--- config.mk ---
export PLATFORM = sky130hd
export DESIGN_NAME = triangle_primitive_assembly_flat
export DESIGN_NICKNAME = d
export VERILOG_FILES = /design/src/rtl/tpa_pkg.sv /design/src/rtl/tpa_in_if.sv /design/src/rtl/tpa_out_if.sv /design/src/rtl/tpa_cfg_if.sv /design/src/rtl/tpa_cfg_regs.sv /design/src/rtl/tpa_assembler.sv /design/src/rtl/tpa_offset_stage.sv /design/src/rtl/triangle_primitive_assembly.sv /design/src/flat_wrapper.sv
export SDC_FILE = /design/constraint.sdc
export NUM_CORES = 1
export LEC_CHECK = 0
export BUFFER_PORTS_ARGS = -buffer_cell sky130_fd_sc_hd__buf_2
export CAP_MARGIN = 40
export CORE_ASPECT_RATIO = 1.25
export CORE_MARGIN = 5
export CORE_UTILIZATION = 63
export DETAILED_ROUTE_END_ITERATION = 16
export PLACE_DENSITY = 0.82
export SKIP_LAST_GASP = 1
export SLEW_MARGIN = 40
export SYNTH_ARGS = -nofsm -noshare
export SYNTH_HDL_FRONTEND = slang
export SYNTH_HIERARCHICAL = 1
export SYNTH_SLANG_ARGS = --single-unit
--- constraint.sdc ---
create_clock -name clk -period 7.3 [get_ports clk]
set_input_delay 1.095 -clock clk [delete_from_list [all_inputs] [get_ports clk]]
set_output_delay 1.095 -clock clk [all_outputs]
set_load 0.02 [all_outputs]
--- src/rtl/tpa_pkg.sv ---
`timescale 1ns / 1ps
// ----------------------------------------------------------------------------
// tpa_pkg
// shared types and constants of the triangle primitive assembly block
// ----------------------------------------------------------------------------
package tpa_pkg;

  localparam int OFFSET_W   = 20;  // width of a corner float offset
  localparam int IDX_W      = 20;  // vertex index kept modulo 2^OFFSET_W
  localparam int STRIDE_W   = 4;   // vertex stride, 3 to 12 floats
  localparam int CFG_IDX_W  = 8;
  localparam int CFG_DATA_W = 8;

  typedef enum logic [2:0] {
    TOPO_LIST   = 3'd0,
    TOPO_STRIP  = 3'd1,
    TOPO_FAN    = 3'd2,
    TOPO_QUADS  = 3'd3,
    TOPO_QSTRIP = 3'd4
  } topo_t;

  localparam logic [CFG_IDX_W-1:0] CFG_TOPOLOGY  = CFG_IDX_W'(0);
  localparam logic [CFG_IDX_W-1:0] CFG_NORMAL    = CFG_IDX_W'(1);
  localparam logic [CFG_IDX_W-1:0] CFG_TEXCOORDS = CFG_IDX_W'(2);
  localparam logic [CFG_IDX_W-1:0] CFG_COLOR     = CFG_IDX_W'(3);

  localparam logic [STRIDE_W-1:0] STRIDE_POS    = STRIDE_W'(3);
  localparam logic [STRIDE_W-1:0] STRIDE_NORMAL = STRIDE_W'(3);
  localparam logic [STRIDE_W-1:0] STRIDE_TEX    = STRIDE_W'(2);
  localparam logic [STRIDE_W-1:0] STRIDE_COLOR  = STRIDE_W'(4);

  typedef logic [IDX_W-1:0]    vidx_t;
  typedef logic [STRIDE_W-1:0] stride_t;

  typedef struct packed {
    topo_t   topology;
    stride_t stride;
  } cfg_t;

  // one triangle as vertex indices
  typedef struct packed {
    vidx_t a;
    vidx_t b;
    vidx_t c;
    logic  last;
  } tri_t;

endpackage

--- src/rtl/tpa_in_if.sv ---
`timescale 1ns / 1ps
// ----------------------------------------------------------------------------
// tpa_in_if
// vertex arrival channel
// ----------------------------------------------------------------------------
interface tpa_in_if;
  logic valid;
  logic ready;
  logic end_of_buffer;

  modport source (output valid, output end_of_buffer, input ready);
  modport sink   (input valid, input end_of_buffer, output ready);
endinterface

--- src/rtl/tpa_out_if.sv ---
`timescale 1ns / 1ps
// ----------------------------------------------------------------------------
// tpa_out_if
// triangle result channel
// ----------------------------------------------------------------------------
interface tpa_out_if;
  logic                         valid;
  logic                         ready;
  logic [tpa_pkg::OFFSET_W-1:0] corner_a;
  logic [tpa_pkg::OFFSET_W-1:0] corner_b;
  logic [tpa_pkg::OFFSET_W-1:0] corner_c;
  logic                         run_last;

  modport source (output valid, output corner_a, output corner_b, output corner_c,
                  output run_last, input ready);
  modport sink   (input valid, input corner_a, input corner_b, input corner_c,
                  input run_last, output ready);
endinterface

--- src/rtl/tpa_cfg_if.sv ---
`timescale 1ns / 1ps
// ----------------------------------------------------------------------------
// tpa_cfg_if
// configuration register write channel
// ----------------------------------------------------------------------------
interface tpa_cfg_if;
  logic                           valid;
  logic                           ready;
  logic [tpa_pkg::CFG_IDX_W-1:0]  index;
  logic [tpa_pkg::CFG_DATA_W-1:0] data;

  modport source (output valid, output index, output data, input ready);
  modport sink   (input valid, input index, input data, output ready);
endinterface

--- src/rtl/tpa_cfg_regs.sv ---
`timescale 1ns / 1ps
// ----------------------------------------------------------------------------
// tpa_cfg_regs
// topology and vertex format registers, vertex stride decode
// ----------------------------------------------------------------------------
module tpa_cfg_regs (
  input  logic                           clk,
  input  logic                           rst_n,
  input  logic                           wr_valid,
  input  logic [tpa_pkg::CFG_IDX_W-1:0]  wr_index,
  input  logic [tpa_pkg::CFG_DATA_W-1:0] wr_data,
  output tpa_pkg::cfg_t                  cfg
);
  import tpa_pkg::*;

  topo_t topo_r, topo_nxt;
  logic  normal_r, normal_nxt;
  logic  tex_r, tex_nxt;
  logic  color_r, color_nxt;

  always_comb begin
    topo_nxt   = topo_r;
    normal_nxt = normal_r;
    tex_nxt    = tex_r;
    color_nxt  = color_r;
    if (wr_valid) begin
      case (wr_index)
        CFG_TOPOLOGY:  topo_nxt   = topo_t'(wr_data[2:0]);
        CFG_NORMAL:    normal_nxt = wr_data[0];
        CFG_TEXCOORDS: tex_nxt    = wr_data[0];
        CFG_COLOR:     color_nxt  = wr_data[0];
        default: ;
      endcase
    end
  end

  always_ff @(posedge clk) begin
    if (!rst_n) begin
      topo_r   <= TOPO_LIST;
      normal_r <= 1'b0;
      tex_r    <= 1'b0;
      color_r  <= 1'b0;
    end else begin
      topo_r   <= topo_nxt;
      normal_r <= normal_nxt;
      tex_r    <= tex_nxt;
      color_r  <= color_nxt;
    end
  end

  always_comb begin
    cfg.topology = topo_r;
    cfg.stride   = STRIDE_POS
                 + (normal_r ? STRIDE_NORMAL : '0)
                 + (tex_r    ? STRIDE_TEX    : '0)
                 + (color_r  ? STRIDE_COLOR  : '0);
  end

endmodule

--- src/rtl/tpa_assembler.sv ---
`timescale 1ns / 1ps
// ----------------------------------------------------------------------------
// tpa_assembler
// vertex counter and triangle index generation, holds up to two triangles
// ----------------------------------------------------------------------------
module tpa_assembler #(
  parameter int MAX_VERTICES = 65536
) (
  input  logic          clk,
  input  logic          rst_n,
  input  logic          in_valid,
  input  logic          in_eob,
  output logic          in_ready,
  input  tpa_pkg::topo_t topology,
  output logic          tri_valid,
  output tpa_pkg::tri_t tri_head,
  input  logic          tri_ready
);
  import tpa_pkg::*;

  localparam int VW = $clog2(MAX_VERTICES);
  localparam logic [VW-1:0] V_LAST = VW'(MAX_VERTICES - 1);

  logic [VW-1:0] vnum_r, vnum_nxt;
  logic [1:0]    mod3_r, mod3_nxt;
  logic          limit_r, limit_nxt;
  logic [1:0]    cnt_r, cnt_nxt;
  tri_t          tri0_r, tri0_nxt;
  tri_t          tri1_r, tri1_nxt;

  logic  accept, send;
  logic  ge2;
  vidx_t v, v1, v2, v3;
  logic [1:0] new_cnt;
  tri_t  new_t0, new_t1;

  assign send      = (cnt_r != 2'd0) && tri_ready;
  assign in_ready  = (cnt_r == 2'd0) || ((cnt_r == 2'd1) && tri_ready);
  assign accept    = in_valid && in_ready;
  assign tri_valid = (cnt_r != 2'd0);
  assign tri_head  = tri0_r;

  // triangles completed by the arriving vertex
  always_comb begin
    v   = IDX_W'(vnum_r);
    v1  = v - IDX_W'(1);
    v2  = v - IDX_W'(2);
    v3  = v - IDX_W'(3);
    ge2 = |vnum_r[VW-1:1];
    new_cnt = 2'd0;
    new_t0  = '{a: v2, b: v1, c: v, last: 1'b1};
    new_t1  = '{a: v1, b: v2, c: v, last: 1'b1};
    if (!limit_r) begin
      case (topology)
        TOPO_LIST: begin
          if (mod3_r == 2'd2) new_cnt = 2'd1;
        end
        TOPO_STRIP: begin
          if (ge2) begin
            new_cnt = 2'd1;
            if (vnum_r[0]) new_t0 = '{a: v1, b: v2, c: v, last: 1'b1};
          end
        end
        TOPO_FAN: begin
          if (ge2) begin
            new_cnt = 2'd1;
            new_t0  = '{a: '0, b: v1, c: v, last: 1'b1};
          end
        end
        TOPO_QUADS, TOPO_QSTRIP: begin
          // quads need v mod 4 = 3, quad strip any odd v from 3 on
          if ((topology == TOPO_QUADS) ? (vnum_r[1:0] == 2'b11) : (vnum_r[0] && ge2)) begin
            new_cnt = 2'd2;
            new_t0  = '{a: v3, b: v2, c: v1, last: 1'b0};
          end
        end
        default: ;
      endcase
    end
  end

  always_comb begin
    vnum_nxt  = vnum_r;
    mod3_nxt  = mod3_r;
    limit_nxt = limit_r;
    cnt_nxt   = cnt_r;
    tri0_nxt  = tri0_r;
    tri1_nxt  = tri1_r;
    if (accept) begin
      cnt_nxt  = new_cnt;
      tri0_nxt = new_t0;
      tri1_nxt = new_t1;
      if (in_eob) begin
        vnum_nxt  = '0;
        mod3_nxt  = 2'd0;
        limit_nxt = 1'b0;
      end else if (!limit_r) begin
        if (vnum_r == V_LAST) begin
          limit_nxt = 1'b1;
        end else begin
          vnum_nxt = vnum_r + VW'(1);
          mod3_nxt = (mod3_r == 2'd2) ? 2'd0 : mod3_r + 2'd1;
        end
      end
    end else if (send) begin
      cnt_nxt  = cnt_r - 2'd1;
      tri0_nxt = tri1_r;
    end
  end

  always_ff @(posedge clk) begin
    if (!rst_n) begin
      vnum_r  <= '0;
      mod3_r  <= 2'd0;
      limit_r <= 1'b0;
      cnt_r   <= 2'd0;
    end else begin
      vnum_r  <= vnum_nxt;
      mod3_r  <= mod3_nxt;
      limit_r <= limit_nxt;
      cnt_r   <= cnt_nxt;
    end
  end

  always_ff @(posedge clk) begin
    tri0_r <= tri0_nxt;
    tri1_r <= tri1_nxt;
  end

endmodule

--- src/rtl/tpa_offset_stage.sv ---
`timescale 1ns / 1ps
// ----------------------------------------------------------------------------
// tpa_offset_stage
// scales corner indices by the stride into the output register
// ----------------------------------------------------------------------------
module tpa_offset_stage (
  input  logic                         clk,
  input  logic                         rst_n,
  input  logic                         tri_valid,
  input  tpa_pkg::tri_t                tri_in,
  output logic                         tri_ready,
  input  tpa_pkg::stride_t             stride,
  output logic                         out_valid,
  output logic [tpa_pkg::OFFSET_W-1:0] out_a,
  output logic [tpa_pkg::OFFSET_W-1:0] out_b,
  output logic [tpa_pkg::OFFSET_W-1:0] out_c,
  output logic                         out_last,
  input  logic                         out_ready
);
  import tpa_pkg::*;

  localparam int PROD_W = IDX_W + STRIDE_W;

  logic                valid_r, valid_nxt;
  logic [OFFSET_W-1:0] a_r, a_nxt, b_r, b_nxt, c_r, c_nxt;
  logic                last_r, last_nxt;
  logic [PROD_W-1:0]   pa, pb, pc;

  assign tri_ready = !valid_r || out_ready;

  always_comb begin
    pa = PROD_W'(tri_in.a) * PROD_W'(stride);
    pb = PROD_W'(tri_in.b) * PROD_W'(stride);
    pc = PROD_W'(tri_in.c) * PROD_W'(stride);
    valid_nxt = valid_r;
    a_nxt     = a_r;
    b_nxt     = b_r;
    c_nxt     = c_r;
    last_nxt  = last_r;
    if (tri_ready) begin
      valid_nxt = tri_valid;
      a_nxt     = OFFSET_W'(pa);
      b_nxt     = OFFSET_W'(pb);
      c_nxt     = OFFSET_W'(pc);
      last_nxt  = tri_in.last;
    end
  end

  always_ff @(posedge clk) begin
    if (!rst_n) begin
      valid_r <= 1'b0;
    end else begin
      valid_r <= valid_nxt;
    end
  end

  always_ff @(posedge clk) begin
    a_r    <= a_nxt;
    b_r    <= b_nxt;
    c_r    <= c_nxt;
    last_r <= last_nxt;
  end

  assign out_valid = valid_r;
  assign out_a     = a_r;
  assign out_b     = b_r;
  assign out_c     = c_r;
  assign out_last  = last_r;

endmodule

--- src/rtl/triangle_primitive_assembly.sv ---
`timescale 1ns / 1ps
// ----------------------------------------------------------------------------
// triangle_primitive_assembly
// assembles a vertex stream into triangles given as float offsets
// ----------------------------------------------------------------------------
// one beat on in_vtx is one vertex of the current buffer; vertices are numbered
// from zero and end_of_buffer restarts the numbering after that vertex. each
// result beat on out_tri is one triangle, corners given as vertex number times
// the vertex stride (3 floats, +3 normal, +2 texcoords, +4 color), masked to
// 20 bits; run_last flags the last triangle a vertex produces. topology modes:
// list, strip, fan, quads and quad strip; other codes count vertices but emit
// nothing, as do incomplete groups. past MAX_VERTICES vertices in one buffer
// further vertices are dropped until end_of_buffer. rate: one vertex per clock
// while each vertex gives at most one triangle and out_tri takes its results;
// a vertex that closes a quad gives two triangles and the input waits while
// the second is pending, since the output port moves one triangle per beat.
// a triangle reaches out_tri through the index register and then the offset
// multiply into the output register. configuration registers are written
// through cfg_wr, which is always ready; the user must write them only while
// the block is idle, and the block itself does not enforce this.
// ----------------------------------------------------------------------------
module triangle_primitive_assembly #(
  parameter int MAX_VERTICES = 65536
) (
  input  logic             clk,
  input  logic             rst_n,
  tpa_in_if.sink           in_vtx,
  tpa_out_if.source        out_tri,
  tpa_cfg_if.sink          cfg_wr
);
  import tpa_pkg::*;

  cfg_t cfg;
  logic tri_valid;
  logic tri_ready;
  tri_t tri_head;

  // configuration writes are taken every cycle
  assign cfg_wr.ready = 1'b1;

  tpa_cfg_regs u_cfg (
    .clk      (clk),
    .rst_n    (rst_n),
    .wr_valid (cfg_wr.valid),
    .wr_index (cfg_wr.index),
    .wr_data  (cfg_wr.data),
    .cfg      (cfg)
  );

  // vertex counter and triangle indices, up to two triangles queued per vertex
  tpa_assembler #(
    .MAX_VERTICES (MAX_VERTICES)
  ) u_asm (
    .clk       (clk),
    .rst_n     (rst_n),
    .in_valid  (in_vtx.valid),
    .in_eob    (in_vtx.end_of_buffer),
    .in_ready  (in_vtx.ready),
    .topology  (cfg.topology),
    .tri_valid (tri_valid),
    .tri_head  (tri_head),
    .tri_ready (tri_ready)
  );

  // stride multiply into the output register
  tpa_offset_stage u_ofs (
    .clk       (clk),
    .rst_n     (rst_n),
    .tri_valid (tri_valid),
    .tri_in    (tri_head),
    .tri_ready (tri_ready),
    .stride    (cfg.stride),
    .out_valid (out_tri.valid),
    .out_a     (out_tri.corner_a),
    .out_b     (out_tri.corner_b),
    .out_c     (out_tri.corner_c),
    .out_last  (out_tri.run_last),
    .out_ready (out_tri.ready)
  );

endmodule
--- src/flat_wrapper.sv ---
// flat-port wrapper written by rule: the top's interface ports become plain ports
module triangle_primitive_assembly_flat import tpa_pkg::*;
#(
  parameter int MAX_VERTICES = 65536
)
  (clk, rst_n, in_vtx_valid, in_vtx_end_of_buffer, in_vtx_ready, out_tri_valid, out_tri_corner_a, out_tri_corner_b, out_tri_corner_c, out_tri_run_last, out_tri_ready, cfg_wr_valid, cfg_wr_index, cfg_wr_data, cfg_wr_ready);
  tpa_in_if in_vtx_i ();
  tpa_out_if out_tri_i ();
  tpa_cfg_if cfg_wr_i ();
  input  logic clk;
  input  logic rst_n;
  input wire logic [$bits(in_vtx_i.valid)-1:0] in_vtx_valid;
  input wire logic [$bits(in_vtx_i.end_of_buffer)-1:0] in_vtx_end_of_buffer;
  output wire logic [$bits(in_vtx_i.ready)-1:0] in_vtx_ready;
  output wire logic [$bits(out_tri_i.valid)-1:0] out_tri_valid;
  output wire logic [$bits(out_tri_i.corner_a)-1:0] out_tri_corner_a;
  output wire logic [$bits(out_tri_i.corner_b)-1:0] out_tri_corner_b;
  output wire logic [$bits(out_tri_i.corner_c)-1:0] out_tri_corner_c;
  output wire logic [$bits(out_tri_i.run_last)-1:0] out_tri_run_last;
  input wire logic [$bits(out_tri_i.ready)-1:0] out_tri_ready;
  input wire logic [$bits(cfg_wr_i.valid)-1:0] cfg_wr_valid;
  input wire logic [$bits(cfg_wr_i.index)-1:0] cfg_wr_index;
  input wire logic [$bits(cfg_wr_i.data)-1:0] cfg_wr_data;
  output wire logic [$bits(cfg_wr_i.ready)-1:0] cfg_wr_ready;
  assign in_vtx_i.valid = in_vtx_valid;
  assign in_vtx_i.end_of_buffer = in_vtx_end_of_buffer;
  assign in_vtx_ready = in_vtx_i.ready;
  assign out_tri_valid = out_tri_i.valid;
  assign out_tri_corner_a = out_tri_i.corner_a;
  assign out_tri_corner_b = out_tri_i.corner_b;
  assign out_tri_corner_c = out_tri_i.corner_c;
  assign out_tri_run_last = out_tri_i.run_last;
  assign out_tri_i.ready = out_tri_ready;
  assign cfg_wr_i.valid = cfg_wr_valid;
  assign cfg_wr_i.index = cfg_wr_index;
  assign cfg_wr_i.data = cfg_wr_data;
  assign cfg_wr_ready = cfg_wr_i.ready;
  triangle_primitive_assembly #(.MAX_VERTICES(MAX_VERTICES)) u_core (.clk(clk), .rst_n(rst_n), .in_vtx(in_vtx_i), .out_tri(out_tri_i), .cfg_wr(cfg_wr_i));
endmodule
==> metrics.txt <==
nets 1844; cell count after synthesis 1627; Setup CP Type reg -> reg; most common cell in the synthesized netlist inv_1; Seq/Total Area, Yosys 34.6%; Core Area 24500 µm²; leak pwr 7.33 nW; CP Max Fanout 61; DR vias/cell 5.89; H-tree lvl count 4; remaining antenna violation count 0; reg-to-reg slack, setup 1.65 ns; Ys Warns 6; Setup WS post-layout 1.65 ns; fin crit period 5.65 ns; Primary FF master, synth edfxtp_1; Fmax achieved 0.177 GHz; worst path cell trace inv_1, buf_4, ha_1, xnor2_2, buf_4, nand2_1, fa_1, inv_1, fa_1, inv_1, fa_1, nand2b_1, a21oi_1, o21ai_1, a211oi_1, nor4_1, nand3b_1; area leader, netlist edfxtp_1; adder-cell share of the synthesized area 18.4%; port bufs 79; Overall Power 6.88 mW; run status finished, final reports clean; simple-gate share of the synthesized area 18.1%; hold-fix buffers at CTS 0; Synth top cells by count 213 x inv_1, 162 x edfxtp_1, 160 x nand2_1, 157 x and2_1, 100 x fa_1; Area contributors post-synth edfxtp_1 31%, fa_1 13%, and2_1 6.3%; IO Count 86; Num CTS Buffers 17; Mean Syn Cell Area 9.63 µm²; worst clock skew 0.0112 ns; worst r2r path cells 17; Final HPWL DP 24.0 mm; VDD IR max 0.000380 V; Synth Area in Compound Gates 14.2%; Clk Tree Root Cell clkbuf_16; slew margin rel. 41.9%; multiplexer share of the synthesized area 1.36%; die area 28100 µm²; Vias 11800; #FFs+latches synth 190; Post-CTS Setup Bufs 0; unrepaired setup endpoints after global routing no; Crit Reg-Reg Endpoint u_core/u_ofs/out_a[18]; fin cells 1995; Design Area, Final 16800 µm²; sequential cell area 5430 µm²; pwr/cell area 410 nW/µm²; WHS 0.461 ns; wire length of the first global-routing pass 55.9 mm; Util after Layout 68.5%; Worst path slowest cell fa_1; dpl cell area 16200 µm²; CTS sink cnt 190; CTS tree done; Worst Path Required 7.47 ns; XOR/XNOR share of the synthesized area 5.54%; PostCTS Resize Cnt 0; Crit path arrival time 5.83 ns; # rows 64; initial drt markers 881; DRC 0; Final Cycle Share 77.5%; Slew Limit Fails 0; Clock transition at path regs 0.07 ns; chip width 151 µm; syn_nets 1819; crit start category flip-flop; initial cell density of the core 63.9%; diodes inserted 0; Die H 186 µm; 1st-pass router iterations 6; Routed WL per cell 16.8 µm; Clk Latency, worst-skew pair 0.44 ns; synth-to-layout area growth 7.23%; vias in the first global route 11500; max-cap viol count 0; DP Cell Count 1963; share of cells above drive strength 1 9.61%; CP Capture Type flip-flop; Hold Path Class reg -> reg; EDFF count, synth 162; GPL Wtd Cong 0.951; hold_sp u_core/u_asm/tri_head[0]; setup violators final 0; largest family of logic cells by synthesized area adder cells; Synth top area share 31.1%; antenna violations before repair 0; CTS max path bufs 2; Post-Syn Area 15700 µm²; WP buf/inv 5; fillers 1883; Overflow after GRT 0; Tot GR Track Use 24.6%; slowest stage delay, CP 0.55 ns; r2r startpoint u_core/u_cfg/normal_r; largest net degree at the start of global routing 70; final setup TNS 0 ns; CP top delay family adder cells; drt total wl 33.6 mm; Multi-input gate area 9050 µm²; Min-Delay Endpoint u_core/u_ofs/out_last; Final Hold Fails 0; fraction of registers with async set/reset 0%; hold depth 0; DP Worst Slack 1.67 ns; Distinct cells, synth 96; Worst-Margin Slew 0.870 ns
-- flip-flops by register name, summed over array words and instances, names as in the netlist --
signal                  cells
u_core/u_asm/cnt_r          2
u_core/u_asm/limit_r        1
u_core/u_cfg/topo_r         3
u_core/u_asm/mod3_r         2
u_core/u_asm/vnum_r        16
u_core/u_cfg/tex_r          1
u_core/u_ofs/out_c         20
u_core/u_ofs/out_valid      1
u_core/u_ofs/out_a         20
u_core/u_cfg/color_r        1
u_core/u_asm/tri1_r        49
u_core/u_ofs/out_b         20
u_core/u_asm/tri_head      52
u_core/u_ofs/out_last       1
u_core/u_cfg/normal_r       1
-- layout by cell type, fill, tap and decap left out, types with 17 or more instances in the layout --
master | synthesis | final
a21o_1 | 24 | 24
a21oi_1 | 67 | 67
and2_1 | 157 | 157
buf_2 | 5 | 79
clkbuf_16 | 0 | 17
dfxtp_1 | 28 | 28
edfxtp_1 | 162 | 162
fa_1 | 100 | 100
ha_1 | 70 | 70
inv_1 | 213 | 212
mux2i_1 | 19 | 19
nand2_1 | 160 | 159
nand3_1 | 26 | 26
nor2_1 | 80 | 80
nor3_1 | 21 | 21
o21ai_0 | 29 | 29
o21ai_1 | 30 | 30
xnor2_1 | 71 | 70
xor2_1 | 28 | 28
-- cell families after synthesis --
group	count (synthesis)
xor+xnor	99
other cells	1
mux	21
buf+inv	302
simple gates	536
flops	190
compound gates	308
fa+ha+maj	170
-- how the worst max path moves through the flow --
stage / from / to / slack [ns] / cells after the start
2_1_floorplan: out_tri_ready / u_core/u_asm/tri_head[44] / 1.60 / 7
3_3_place_gp: u_core/u_cfg/normal_r / u_core/u_ofs/out_a[18] / 1.87 / 17
3_5_place_dp: u_core/u_cfg/normal_r / u_core/u_ofs/out_b[19] / 1.67 / 16
4_1_cts: u_core/u_cfg/normal_r / u_core/u_ofs/out_b[19] / 1.64 / 16
5_1_grt: u_core/u_cfg/normal_r / u_core/u_ofs/out_b[19] / 1.23 / 16
6_report: u_core/u_cfg/normal_r / u_core/u_ofs/out_a[18] / 1.65 / 17
-- area by class of cell --
type                    count  area share, %
flip-flops and latches    190           32.3
repair buffers             94           3.03
well taps                 330           2.46
clock buffers              17           2.53
multi-input cells        1135           53.9
clock inverters            15          0.998
inverters                 214           4.78
-- layer usage --
metal	routed length [µm]	track usage, %	share of wire (%)	vias to the layer above
met5	0	0	0	-
met3	1850	4.22	5.5	53
met2	16800	42.2	50	359
met1	14000	31.7	42	5740
met4	954	8.74	2.8	0
li1	-	-	-	5603
-- worst reg2reg max path: stages, from the launching register on --
cell and delay (ns):
dfxtp_1 0.37, inv_1 0.07, buf_4 0.48, ha_1 0.37
xnor2_2 0.54, buf_4 0.47, nand2_1 0.14, fa_1 0.50
inv_1 0.06, fa_1 0.55, inv_1 0.06, fa_1 0.45
nand2b_1 0.19, a21oi_1 0.29, o21ai_1 0.18, a211oi_1 0.39
nor4_1 0.11, nand3b_1 0.18
-- power by group --
part	switching [mW]	internal, mW
Clock	0.471	0.463
Sequential	0.166	1.82
Combinational	2.33	1.63
Total	2.97	3.91
(Power assumes the default switching activity.)
